`config.mk`:
```
export PLATFORM = sky130hd
export DESIGN_NAME = nfa_longest_match_engine_flat
export DESIGN_NICKNAME = d
export VERILOG_FILES = /design/src/rtl/nfalm_pkg.sv /design/src/rtl/nfalm_if.sv /design/src/rtl/nfalm_cell.sv /design/src/rtl/nfalm_ctrl.sv /design/src/rtl/nfa_longest_match_engine.sv /design/src/flat_wrapper.sv
export SDC_FILE = /design/constraint.sdc
export NUM_CORES = 2
export LEC_CHECK = 0
export BUFFER_PORTS_ARGS = -buffer_cell sky130_fd_sc_hd__buf_2
export CAP_MARGIN = 10
export CORE_ASPECT_RATIO = 1.2
export CORE_MARGIN = 2
export CORE_UTILIZATION = 60
export CTS_BUF_LIST = sky130_fd_sc_hd__clkbuf_2 sky130_fd_sc_hd__clkbuf_4 sky130_fd_sc_hd__clkbuf_8
export DETAILED_ROUTE_END_ITERATION = 7
export HOLD_SLACK_MARGIN = 0.05
export PLACE_DENSITY = 0.77
export SKIP_CTS_REPAIR_TIMING = 1
export SLEW_MARGIN = 20
export SYNTH_ARGS = -nofsm -noshare
export SYNTH_HDL_FRONTEND = slang
export SYNTH_SLANG_ARGS = --single-unit
export TNS_END_PERCENT = 1
```
`constraint.sdc`:
```
create_clock -name clk -period 9.2 [get_ports clk]
set_input_delay 0 -clock clk [delete_from_list [all_inputs] [get_ports clk]]
set_output_delay 0 -clock clk [all_outputs]
set_load 0.005 [all_outputs]
```
`src/rtl/nfalm_pkg.sv`:
```
// constants, op codes and shared types of the nfa longest match engine
// no dependencies
package nfalm_pkg;

	localparam int NumEntries  = 32;
	localparam int IdxW        = $clog2(NumEntries);
	localparam int LengthBits  = 16;
	localparam int LenFieldW   = 16;
	localparam int OpW         = 2;
	localparam int ByteW       = 8;
	localparam int ApbDataW    = 32;
	localparam int ApbAddrW    = 3;

	localparam logic [OpW-1:0] OpLoad  = 2'd0;
	localparam logic [OpW-1:0] OpStart = 2'd1;
	localparam logic [OpW-1:0] OpByte  = 2'd2;
	localparam logic [OpW-1:0] OpEnd   = 2'd3;

	localparam logic RegStartMask    = 1'b0;
	localparam logic RegStartAccepts = 1'b1;

	typedef struct packed {
		logic start;
		logic step;
		logic clear;
	} cell_ctrl_t;

endpackage

```
`src/rtl/nfalm_if.sv`:
```
// valid/ready channels for input items and result items
// depends on nfalm_pkg
interface nfalm_in_if;
	logic                                valid;
	logic                                ready;
	logic [nfalm_pkg::OpW-1:0]           op;
	logic [4:0]                          entry_index;
	logic [nfalm_pkg::ByteW-1:0]         range_low;
	logic [nfalm_pkg::ByteW-1:0]         range_high;
	logic [nfalm_pkg::NumEntries-1:0]    successors;
	logic                                accept_after;
	logic [nfalm_pkg::ByteW-1:0]         text_byte;

	modport source (output valid, op, entry_index, range_low, range_high, successors,
		accept_after, text_byte, input ready);
	modport sink (input valid, op, entry_index, range_low, range_high, successors,
		accept_after, text_byte, output ready);
endinterface

interface nfalm_out_if;
	logic                                valid;
	logic                                ready;
	logic                                matched;
	logic [nfalm_pkg::LenFieldW-1:0]     length;

	modport source (output valid, matched, length, input ready);
	modport sink (input valid, matched, length, output ready);
endinterface

```
`src/rtl/nfalm_cell.sv`:
```
// one nfa entry: byte range, successor set, accept flag and active bit
// depends on nfalm_pkg
module nfalm_cell (
	input  logic                              clk,
	input  logic                              arst_n,
	input  logic                              load,
	input  logic [nfalm_pkg::ByteW-1:0]       load_low,
	input  logic [nfalm_pkg::ByteW-1:0]       load_high,
	input  logic [nfalm_pkg::NumEntries-1:0]  load_succ,
	input  logic                              load_accept,
	input  nfalm_pkg::cell_ctrl_t             ctrl,
	input  logic                              start_bit,
	input  logic                              next_bit,
	input  logic [nfalm_pkg::ByteW-1:0]       text_byte,
	input  logic [nfalm_pkg::NumEntries-1:0]  succ_in,
	input  logic                              acc_in,
	output logic [nfalm_pkg::NumEntries-1:0]  succ_out,
	output logic                              acc_out
);

	logic [nfalm_pkg::ByteW-1:0]      low_q;
	logic [nfalm_pkg::ByteW-1:0]      high_q;
	logic [nfalm_pkg::NumEntries-1:0] succ_q;
	logic                             accept_q;
	logic                             active_q;
	logic                             hit;

	always_ff @(posedge clk) begin
		if (load) begin
			low_q    <= load_low;
			high_q   <= load_high;
			succ_q   <= load_succ;
			accept_q <= load_accept;
		end
	end

	always_ff @(posedge clk or negedge arst_n) begin
		if (!arst_n) begin
			active_q <= 1'b0;
		end else if (ctrl.start) begin
			active_q <= start_bit;
		end else if (ctrl.step) begin
			active_q <= next_bit;
		end else if (ctrl.clear) begin
			active_q <= 1'b0;
		end
	end

	assign hit      = active_q && (text_byte >= low_q) && (text_byte <= high_q);
	assign succ_out = succ_in | (hit ? succ_q : '0);
	assign acc_out  = acc_in | (hit & accept_q);

endmodule

```
`src/rtl/nfalm_ctrl.sv`:
```
// match sequencer: byte count, best length, running flag and result register
// depends on nfalm_pkg
module nfalm_ctrl (
	input  logic                              clk,
	input  logic                              arst_n,
	input  logic                              beat,
	input  logic [nfalm_pkg::OpW-1:0]         op,
	input  logic                              start_accepts,
	input  logic [nfalm_pkg::NumEntries-1:0]  next_set,
	input  logic                              acc_hit,
	input  logic                              out_ready,
	output nfalm_pkg::cell_ctrl_t             cell_ctrl,
	output logic                              in_ready,
	output logic                              out_valid,
	output logic                              out_matched,
	output logic [nfalm_pkg::LenFieldW-1:0]   out_length
);

	logic                             running_q;
	logic [nfalm_pkg::LengthBits-1:0] bytes_q;
	logic [nfalm_pkg::LengthBits-1:0] best_q;
	logic                             best_valid_q;
	logic                             out_valid_q;
	logic                             matched_q;
	logic [nfalm_pkg::LenFieldW-1:0]  length_q;
	logic [nfalm_pkg::LengthBits-1:0] bytes_inc;
	logic                             is_start;
	logic                             is_step;
	logic                             is_end;
	logic                             step_done;
	logic                             new_best_valid;
	logic [nfalm_pkg::LengthBits-1:0] new_best;
	logic                             emit;

	assign in_ready  = !out_valid_q || out_ready;
	assign is_start  = beat && (op == nfalm_pkg::OpStart);
	assign is_step   = beat && running_q && (op == nfalm_pkg::OpByte);
	assign is_end    = beat && running_q && (op == nfalm_pkg::OpEnd);
	assign bytes_inc = (bytes_q == '1) ? bytes_q : bytes_q + 1'b1;
	assign step_done = is_step && (next_set == '0);
	assign emit      = step_done || is_end;

	assign new_best_valid = (is_step && acc_hit) ? 1'b1 : best_valid_q;
	assign new_best       = (is_step && acc_hit) ? bytes_inc : best_q;

	assign cell_ctrl.start = is_start;
	assign cell_ctrl.step  = is_step;
	assign cell_ctrl.clear = is_end;

	always_ff @(posedge clk or negedge arst_n) begin
		if (!arst_n) begin
			running_q    <= 1'b0;
			bytes_q      <= '0;
			best_q       <= '0;
			best_valid_q <= 1'b0;
			out_valid_q  <= 1'b0;
		end else begin
			if (is_start) begin
				running_q    <= 1'b1;
				bytes_q      <= '0;
				best_q       <= '0;
				best_valid_q <= start_accepts;
			end else if (is_step) begin
				bytes_q      <= bytes_inc;
				best_q       <= new_best;
				best_valid_q <= new_best_valid;
				if (step_done) begin
					running_q <= 1'b0;
				end
			end else if (is_end) begin
				running_q <= 1'b0;
			end
			if (emit) begin
				out_valid_q <= 1'b1;
			end else if (out_ready) begin
				out_valid_q <= 1'b0;
			end
		end
	end

	always_ff @(posedge clk) begin
		if (emit) begin
			matched_q <= new_best_valid;
			if (new_best_valid) begin
				length_q <= nfalm_pkg::LenFieldW'(new_best);
			end else begin
				length_q <= nfalm_pkg::LenFieldW'(is_step ? bytes_inc : bytes_q);
			end
		end
	end

	assign out_valid   = out_valid_q;
	assign out_matched = matched_q;
	assign out_length  = length_q;

endmodule

```
`src/rtl/nfa_longest_match_engine.sv`:
```
// nfa longest match engine: the result shows in the cycle after the item's beat
// throughput one item per cycle while results are taken; set by the cell row, which
// merges all matching entries' successor sets in the same cycle the byte arrives
// async reset clears the active set, running flag, counters, output valid and registers
// table contents are not reset and read as undefined until loaded
module nfa_longest_match_engine (
	input  logic                            clk,
	input  logic                            arst_n,
	input  logic                            psel,
	input  logic                            penable,
	input  logic                            pwrite,
	input  logic [nfalm_pkg::ApbAddrW-1:0]  paddr,
	input  logic [nfalm_pkg::ApbDataW-1:0]  pwdata,
	output logic [nfalm_pkg::ApbDataW-1:0]  prdata,
	output logic                            pready,
	nfalm_in_if.sink                        item_in,
	nfalm_out_if.source                     result_out
);

	logic [nfalm_pkg::NumEntries-1:0]                          start_mask_q;
	logic                                                      start_accepts_q;
	logic                                                      reg_sel;
	logic                                                      beat;
	logic                                                      load_beat;
	nfalm_pkg::cell_ctrl_t                                     cell_ctrl;
	logic [nfalm_pkg::NumEntries:0][nfalm_pkg::NumEntries-1:0] succ_chain;
	logic [nfalm_pkg::NumEntries:0]                            acc_chain;
	logic [nfalm_pkg::NumEntries-1:0]                          next_set;

	assign pready  = 1'b1;
	assign reg_sel = paddr[2];

	always_ff @(posedge clk or negedge arst_n) begin
		if (!arst_n) begin
			start_mask_q    <= '0;
			start_accepts_q <= 1'b0;
		end else if (psel && penable && pwrite) begin
			case (reg_sel)
				nfalm_pkg::RegStartMask:    start_mask_q <= pwdata[nfalm_pkg::NumEntries-1:0];
				nfalm_pkg::RegStartAccepts: start_accepts_q <= pwdata[0];
				default: ;
			endcase
		end
	end

	always_comb begin
		case (reg_sel)
			nfalm_pkg::RegStartMask:    prdata = nfalm_pkg::ApbDataW'(start_mask_q);
			nfalm_pkg::RegStartAccepts: prdata = nfalm_pkg::ApbDataW'(start_accepts_q);
			default:                    prdata = '0;
		endcase
	end

	assign beat      = item_in.valid && item_in.ready;
	assign load_beat = beat && (item_in.op == nfalm_pkg::OpLoad);

	assign succ_chain[0] = '0;
	assign acc_chain[0]  = 1'b0;
	assign next_set      = succ_chain[nfalm_pkg::NumEntries];

	for (genvar i = 0; i < nfalm_pkg::NumEntries; i++) begin : g_cell
		nfalm_cell u_cell (
			.clk         (clk),
			.arst_n      (arst_n),
			.load        (load_beat && (item_in.entry_index == nfalm_pkg::IdxW'(i))),
			.load_low    (item_in.range_low),
			.load_high   (item_in.range_high),
			.load_succ   (item_in.successors),
			.load_accept (item_in.accept_after),
			.ctrl        (cell_ctrl),
			.start_bit   (start_mask_q[i]),
			.next_bit    (next_set[i]),
			.text_byte   (item_in.text_byte),
			.succ_in     (succ_chain[i]),
			.acc_in      (acc_chain[i]),
			.succ_out    (succ_chain[i+1]),
			.acc_out     (acc_chain[i+1])
		);
	end

	nfalm_ctrl u_ctrl (
		.clk           (clk),
		.arst_n        (arst_n),
		.beat          (beat),
		.op            (item_in.op),
		.start_accepts (start_accepts_q),
		.next_set      (next_set),
		.acc_hit       (acc_chain[nfalm_pkg::NumEntries]),
		.out_ready     (result_out.ready),
		.cell_ctrl     (cell_ctrl),
		.in_ready      (item_in.ready),
		.out_valid     (result_out.valid),
		.out_matched   (result_out.matched),
		.out_length    (result_out.length)
	);

endmodule

```
`src/flat_wrapper.sv`:
```
// flat-port wrapper written by rule: the top's interface ports become plain ports
module nfa_longest_match_engine_flat 
  (clk, arst_n, psel, penable, pwrite, paddr, pwdata, prdata, pready, item_in_valid, item_in_op, item_in_entry_index, item_in_range_low, item_in_range_high, item_in_successors, item_in_accept_after, item_in_text_byte, item_in_ready, result_out_valid, result_out_matched, result_out_length, result_out_ready);
  nfalm_in_if item_in_i ();
  nfalm_out_if result_out_i ();
  input  logic clk;
  input  logic arst_n;
  input  logic psel;
  input  logic penable;
  input  logic pwrite;
  input  logic [nfalm_pkg::ApbAddrW-1:0] paddr;
  input  logic [nfalm_pkg::ApbDataW-1:0] pwdata;
  output logic [nfalm_pkg::ApbDataW-1:0] prdata;
  output logic pready;
  input wire logic [$bits(item_in_i.valid)-1:0] item_in_valid;
  input wire logic [$bits(item_in_i.op)-1:0] item_in_op;
  input wire logic [$bits(item_in_i.entry_index)-1:0] item_in_entry_index;
  input wire logic [$bits(item_in_i.range_low)-1:0] item_in_range_low;
  input wire logic [$bits(item_in_i.range_high)-1:0] item_in_range_high;
  input wire logic [$bits(item_in_i.successors)-1:0] item_in_successors;
  input wire logic [$bits(item_in_i.accept_after)-1:0] item_in_accept_after;
  input wire logic [$bits(item_in_i.text_byte)-1:0] item_in_text_byte;
  output wire logic [$bits(item_in_i.ready)-1:0] item_in_ready;
  output wire logic [$bits(result_out_i.valid)-1:0] result_out_valid;
  output wire logic [$bits(result_out_i.matched)-1:0] result_out_matched;
  output wire logic [$bits(result_out_i.length)-1:0] result_out_length;
  input wire logic [$bits(result_out_i.ready)-1:0] result_out_ready;
  assign item_in_i.valid = item_in_valid;
  assign item_in_i.op = item_in_op;
  assign item_in_i.entry_index = item_in_entry_index;
  assign item_in_i.range_low = item_in_range_low;
  assign item_in_i.range_high = item_in_range_high;
  assign item_in_i.successors = item_in_successors;
  assign item_in_i.accept_after = item_in_accept_after;
  assign item_in_i.text_byte = item_in_text_byte;
  assign item_in_ready = item_in_i.ready;
  assign result_out_valid = result_out_i.valid;
  assign result_out_matched = result_out_i.matched;
  assign result_out_length = result_out_i.length;
  assign result_out_i.ready = result_out_ready;
  nfa_longest_match_engine u_core (.clk(clk), .arst_n(arst_n), .psel(psel), .penable(penable), .pwrite(pwrite), .paddr(paddr), .pwdata(pwdata), .prdata(prdata), .pready(pready), .item_in(item_in_i), .result_out(result_out_i));
endmodule
```
# Yosys cells after proc, flatten, opt, wreduce, memory -nomap -nowiden
# Cells that the tools add are included.
totals:
  mem_bits_rw: 0
  latch_bits: 0
  inputBits: 106
  output_inout_bits: 52
  rom_bits: 0
  reg_bits: 1685
  mem_count: 0
classes:
  reduce_logical: 118
  div_mod_pow: 0
  n_addsub: 1
  muxes: 113
  shifts: 0
  bitwise_logic: 95
  mul: 0
  magnitude_cmp: 64
  eq_ne: 36
ops:
  columns: ["operator", "n"]
  rows:
  - ["2-to-1 mux 32 bit", 32]
  - ["OR 32 bit", 31]
  - [">= comparator 8 bit", 32]
  - ["less-or-equal comparator 8 bit", 32]
  - ["2-to-1 mux 16 bit", 7]
  - ["logical AND 1 bit", 106]
  - ["equality test 5 bit (second input constant)", 16]
  - ["2-to-1 mux 1 bit", 73]
  - ["one-hot mux 32 bit (2 select lines)", 1]
  - ["equality test 5 x 4 -> 1 bit (second input constant)", 8]
  - ["AND 1 bit", 32]
  - ["zero test 32 bit", 1]
  - ["OR 1 bit", 31]
  - ["equality test 5 x 3 -> 1 bit (second input constant)", 4]
  - ["adder 16 x 1 -> 16 bit (second input constant)", 1]
  - ["equality test 16 bit (second input constant)", 1]
  - ["equality test 5 x 2 -> 1 bit (second input constant)", 2]
  - ["AND reduction 2 bit", 3]
  - ["equality test 5 x 1 -> 1 bit (second input constant)", 1]
  - ["zero test 5 bit", 1]
  - ["equality test 2 bit (second input constant)", 2]
  - ["nonzero test 2 bit", 2]
  - ["!= test 3 x 2 -> 1 bit (second input constant)", 1]
  - ["nonzero test 3 bit", 1]
  - ["other kinds (5)", 6]

# Longest topological paths before layout
logic_depth:
  word_depth: 40
  mapped_depth: 17
  depth_no_buf: 13

# Cells and area by module
# From an unflattened synthesis, not the netlist that was laid out.
hier_totals:
  hier_cells: 7388
  area_unflattened_um2: 93377.1
by_module_without_submodules:
  columns: ["mod", "area_per_inst_um2", "instances", "cells_per_inst"]
  rows:
  - ["nfalm_cell at u_core.g_cell[0].u_cell ...", 2762.6, 31, 216]
  - ["nfalm_ctrl", 3004.1, 1, 313]
  - ["nfalm_cell at u_core.g_cell[28].u_cell", 2816.5, 1, 216]
  - ["nfa_longest_match_engine", 1914.3, 1, 163]

# Least setup slack after synthesis
# OpenSTA, ideal clock, no wires.
synth_timing:
  path_type: "input-to-reg"
  from: "input item_in_text_byte[0]"
  to: "register u_core.u_ctrl.length_q, in the netlist u_core.u_ctrl.out_length[0], enable pin"
  setup_time_ns: 0.397
  required_ns: 8.803
  path_stages: 14
  arrival_ns: 5.314
  path_buffers: 1
  path_slack_ns: 3.490
  path_cell_list: "inv_1 ha_1 nand2b_4 a2111o_1 a32o_1 and3_1 buf_6 a22o_1 a211o_1 or4_4 nor4_2 nand4_1 or4_4 a21oi_1"
synth_via:
  elab_chain_cells: 38
  elab_cells_between_ends: 194
  classes_between: "order compare (64); mux (32); bitwise (31); reduce/logical (67)"
synth_lines:
  columns: ["item", "line", "rtl"]
  rows:
  - ["from (decl)", "flat_wrapper.sv:22", "input wire logic [$bits(item_in_i.text_byte)-1:0] item_in_text_byte;"]
  - [">= comparator 8 bit", "nfalm_cell.sv:49", "assign hit = active_q && (text_byte >= low_q) && (text_byte <= high_q);"]
  - ["logical AND 1 bit (2 in series)", "nfalm_cell.sv:49", null]
  - ["2-to-1 mux 32 bit", "nfalm_cell.sv:50", "assign succ_out = succ_in | (hit ? succ_q : '0);"]
  - ["OR 32 bit (30 in series)", "nfalm_cell.sv:50", null]
  - ["OR 32 bit *", "nfalm_cell.sv:50", null]
  - ["zero test 32 bit *", "nfalm_ctrl.sv:40", "assign step_done = is_step && (next_set == '0);"]
  - ["logical AND 1 bit *", "nfalm_ctrl.sv:40", null]
  - ["logical OR 1 bit *", "nfalm_ctrl.sv:41", "assign emit = step_done || is_end;"]
  - ["via u_core.u_ctrl.emit", "nfalm_ctrl.sv:33", "logic emit;"]
  - ["to (signal assigned)", "nfalm_ctrl.sv:85", "length_q <= nfalm_pkg::LenFieldW'(new_best);"]
  - ["to (signal assigned)", "nfalm_ctrl.sv:87", "length_q <= nfalm_pkg::LenFieldW'(is_step ? bytes_inc : bytes_q);"]
  - ["to (decl)", "nfalm_ctrl.sv:25", "logic [nfalm_pkg::LenFieldW-1:0] length_q;"]
# Mark *: on every way through the listed nets, which the timed path passes. The rest lies on a longest branch.
# A chain may end at the register's enable or synchronous reset.

# Worst setup path in the final report
layout_timing:
  from: "register u_core.g_cell[29].u_cell.low_q[0] (netlist bit)"
  to: "register u_core.u_ctrl.matched_q, in the netlist u_core.u_ctrl.out_matched, enable pin"
layout_via:
  elab_chain_cells: 10
layout_lines:
  columns: ["item", "line", "rtl"]
  rows:
  - ["from (decl)", "nfalm_cell.sv:21", "logic [nfalm_pkg::ByteW-1:0] low_q;"]
  - ["from (signal assigned)", "nfalm_cell.sv:30", "low_q <= load_low;"]
  - [">= comparator 8 bit", "nfalm_cell.sv:49", null]
  - ["logical AND 1 bit (2 in series)", "nfalm_cell.sv:49", null]
  - ["2-to-1 mux 32 bit", "nfalm_cell.sv:50", null]
  - ["OR 32 bit (3 in series)", "nfalm_cell.sv:50", null]
  - ["zero test 32 bit", "nfalm_ctrl.sv:40", null]
  - ["logical AND 1 bit", "nfalm_ctrl.sv:40", null]
  - ["logical OR 1 bit", "nfalm_ctrl.sv:41", null]
  - ["via u_core.u_ctrl.emit", "nfalm_ctrl.sv:33", null]
  - ["to (signal assigned)", "nfalm_ctrl.sv:83", "matched_q <= new_best_valid;"]
  - ["to (decl)", "nfalm_ctrl.sv:24", "logic matched_q;"]
# The timed path passes the listed nets, and every way through them passes these cells.

==> run_results.csv <==
group,metric,value,unit
clock_network,cts_sinks,1685,
synth,synth_edf_count,1585,
timing,clock.fmax,150,MHz
power_and_ir_drop,p_per_area,206,nW/um^2
synth,synth_cells,4726,
global_route,grt_start_max_net_pins,63,
power_and_ir_drop,switching_power,4.45,mW
detailed_routing,drt-initial-drc-count,8487,
detailed_routing,drt_pass1_iterations,8,
layout,final_util,0.691,
place,place_hpwl,133000,um
power_and_ir_drop,p_int,12.5,mW
clock_network,cts.clk_slew.worst_paths,0.06,ns
place,gp_congestion,0.912,
layout,area_growth,14.6,%
die,num_rows,139,
place,io_buffer_count,154,
die,die_h,384,um
layout,multiInputGateArea,20000,sq um
setup_path,rr_startpoint,"u_core.g_cell[29].u_cell.low_q[0]",
global_route,grt_pass1_wl,326000,um
detailed_routing,drt-wirelength-per-cell,33.4,um
global_route,overflow,0,
synth,ys_seq_area_frac,0.695,
power_and_ir_drop,p_leak,30.5,nW
detailed_routing,vias_per_cell,7.01,
synth,synth_warnings,0,
global_route,grt_pass1_vias,47700,
setup_path,cp.required,9.80,ns
timing,slew_violations,0,
synth,ys_ff_latch,1685,
synth,ys.flop_type,"edfxtp_1",
die,start_util,0.603,
die,design.die.area,123000,sq um
timing,tightest_slew,1.29,ns
die,core_area,119000,sq um
setup_path,cp-start-kind,"register",
setup_path,cp-end-kind,"register",
clock_network,ctsLongestPathBuffers,4,
power_and_ir_drop,seq_power_share,0.511,
synth,synth_area,72100,sq um
timing,finalHoldViolCount,0,
synth,synth_cell_type_count,74,
timing,max-slew-margin-rel,0.130,
timing,fin_crit_sh,0.726,
clock_network,cts_tree,"done",
global_route,grt_util_all_layers,0.377,
die,fp.dieW,320,um
setup_path,cp.arrival,7.28,ns
clock_network,clockRootBuffer,"clkbuf_8",
clock_network,clk_latency,1.01,ns
layout,mostFrequentLayoutCells,"edfxtp_1, ha_1, inv_1, clkbuf_8, nand3_1",
setup_path,path_class,"register to register",
die,ios,158,
layout,layout_commonest_cell,"edfxtp_1",
setup_path,worstRegToRegCells,13,
clock_network,htreeDepth,5,
clock_network,cts_buffers,277,
synth,synth_nets,5345,
power_and_ir_drop,power,17.0,mW
synth,async_flop_share,0.0593,
power_and_ir_drop,power_frac_comb,0.123,
timing,setup_violations,0,
power_and_ir_drop,p_clk_frac,0.366,
power_and_ir_drop,irDropWorstVdd,171,uV
detailed_routing,vias,49500,
synth,syn-mean-instance-area,15.3,sq um
run,drv_cap,0,
timing,finClkSkew,0.0738,ns
synth,synth_area_leaders,"edfxtp_1, ha_1, dfrtp_1, inv_1, a221oi_1",
synth,synth.top_cell.area_share,0.660,
layout,layout.nets,5927,
min_path,holdCritPathClass,"primary input to async pin",
setup_path,crit_path_max_fanout,22,
global_route,antenna_found_initial,15,
detailed_routing,ant_nets,0,
status,outcome,"complete, but fails checks",
layout,drive_gt1_frac,0.152,
detailed_routing,drt_wl_total,236000,um
status,violations,"design-rule violations",
layout,nFillCells,7659,
layout,area.sequential,50100,sq um
setup_path,r2r_end,"u_core.u_ctrl.out_matched",
detailed_routing,post-route-drc-count,9,
power_and_ir_drop,power.share.switching,0.262,
timing,setup_tns,0,ns
synth,yosysTopAreaCell,"edfxtp_1",
setup_path,r2r_slack,2.52,ns
timing,min_period,6.68,ns
timing,rsz0062_at_grt,"no",
## critical path, cell delays in order (launching register included)
cell,delay [ns]
edfxtp_1,0.37
ha_1,0.30
nand2b_1,0.17
a211oi_1,0.30
o221ai_1,0.16
buf_4,0.21
and2_0,0.51
and2_2,0.70
a221oi_1,0.42
nand4_1,0.71
nor4_2,0.56
nand4_1,0.46
or4_4,0.79
a21oi_4,0.58
## cell type report
type | instances | area share
Clock buffer | 386 | 0.0576
Tap cell | 1551 | 0.0235
Timing Repair Buffer | 462 | 0.0432
Multi-Input combinational cell | 2384 | 0.242
Antenna cell | 15 | 0.000454
Sequential cell | 1685 | 0.607
Clock inverter | 76 | 0.00433
Inverter | 498 | 0.0226
## flip-flops by register name, summed over array words and instances, names as in the netlist
name                           flops
u_core.g_cell.u_cell.active_q     32
u_core.u_ctrl.best_valid_q         1
u_core.u_ctrl.running_q            1
u_core.start_accepts_q             1
u_core.u_ctrl.bytes_q             16
u_core.u_ctrl.out_matched          1
u_core.g_cell.u_cell.high_q      256
u_core.g_cell.u_cell.accept_q     32
u_core.u_ctrl.out_valid            1
u_core.g_cell.u_cell.succ_q     1024
u_core.g_cell.u_cell.low_q       256
u_core.u_ctrl.best_q              16
u_core.start_mask_q               32
u_core.u_ctrl.out_length          16
## cells in the mapped netlist (15+ instances only)
| cell type | n |
|---|---|
| a211oi_1 | 69 |
| ha_1 | 513 |
| mux2_2 | 38 |
| o32ai_1 | 17 |
| a21oi_1 | 120 |
| o22ai_1 | 54 |
| a222oi_1 | 56 |
| nor4_1 | 28 |
| o2111ai_1 | 30 |
| dfrtp_1 | 100 |
| a221o_1 | 26 |
| and3_1 | 35 |
| a32o_1 | 73 |
| o31ai_1 | 26 |
| inv_1 | 498 |
| nand4_1 | 118 |
| a221oi_1 | 126 |
| nand2b_1 | 48 |
| a21boi_0 | 30 |
| o21a_1 | 38 |
| nand3_1 | 176 |
| and2_0 | 17 |
| xnor2_1 | 16 |
| o32a_1 | 15 |
| o211ai_1 | 33 |
| nor3_1 | 35 |
| o221ai_1 | 17 |
| nor2b_1 | 56 |
| nand2_1 | 69 |
| clkbuf_1 | 136 |
| and2_1 | 32 |
| nor2_1 | 116 |
| a32oi_1 | 15 |
| a22o_1 | 79 |
| o21ai_0 | 52 |
| edfxtp_1 | 1585 |
| a22oi_1 | 74 |
## worst max path at each step
stage / start / end / cells past startpoint
after floorplan: item_in_text_byte[0] / u_core.u_ctrl.out_length[0] / 14
after global placement: item_in_text_byte[0] / u_core.u_ctrl.out_length[10] / 16
after detailed placement: item_in_text_byte[0] / u_core.u_ctrl.out_length[10] / 16
after CTS: u_core.g_cell[27].u_cell.low_q[0] / u_core.u_ctrl.out_length[11] / 12
after global routing: u_core.g_cell[29].u_cell.low_q[0] / u_core.u_ctrl.out_length[8] / 13
final: u_core.g_cell[29].u_cell.low_q[0] / u_core.u_ctrl.out_matched / 13
## per-layer routing
metal,share of wire,wire length (um),GRT usage,vias up
met3,0.15,35900,0.147,1143
met2,0.44,104000,0.568,4246
li1,-,-,-,20000
met4,0.081,19200,0.255,10
met1,0.33,76900,0.451,24000
met5,0.00058,138,0.00429,-
## metrics by stage
step           area, sq um  worst slack [ns]  instances  hold slack (ns)
2_1_floorplan        72100              3.49       4726           -0.296
3_3_place_gp         75700              2.60       6413          0.00710
3_5_place_dp         75700              2.46       6413          0.00873
4_1_cts              80800              2.88       6875            -1.05
5_1_grt              82600              2.67       7048           0.0582
6_report             82600              2.52       7057           0.0550
## power by group through the flow
stage	Combinational, mW	Clock (mW)	Sequential, mW
2_1_floorplan	0.945	0	8.74
3_3_place_gp	1.80	0	8.82
3_5_place_dp	1.85	0	8.82
4_1_cts	1.86	6.22	8.67
5_1_grt	2.13	6.56	8.67
6_report	2.09	6.22	8.67
## cells by family (layout without fill, tap and decap cells)
kind of cell | Yosys count | in the layout | share of synthesized area
flip-flops | 1685 | 1685 | 0.695
multiplexers | 45 | 45 | 0.00691
AND/OR/NAND/NOR | 778 | 778 | 0.0591
buffers and inverters | 657 | 1422 | 0.0346
adder cells (fa/ha/maj) | 513 | 513 | 0.0890
AO/OA/AOI/OAI | 1025 | 1025 | 0.113
other | 1 | 16 | 0.0000520
XOR/XNOR | 22 | 22 | 0.00267
No activity file was read; power rests on OpenSTA's default activity.
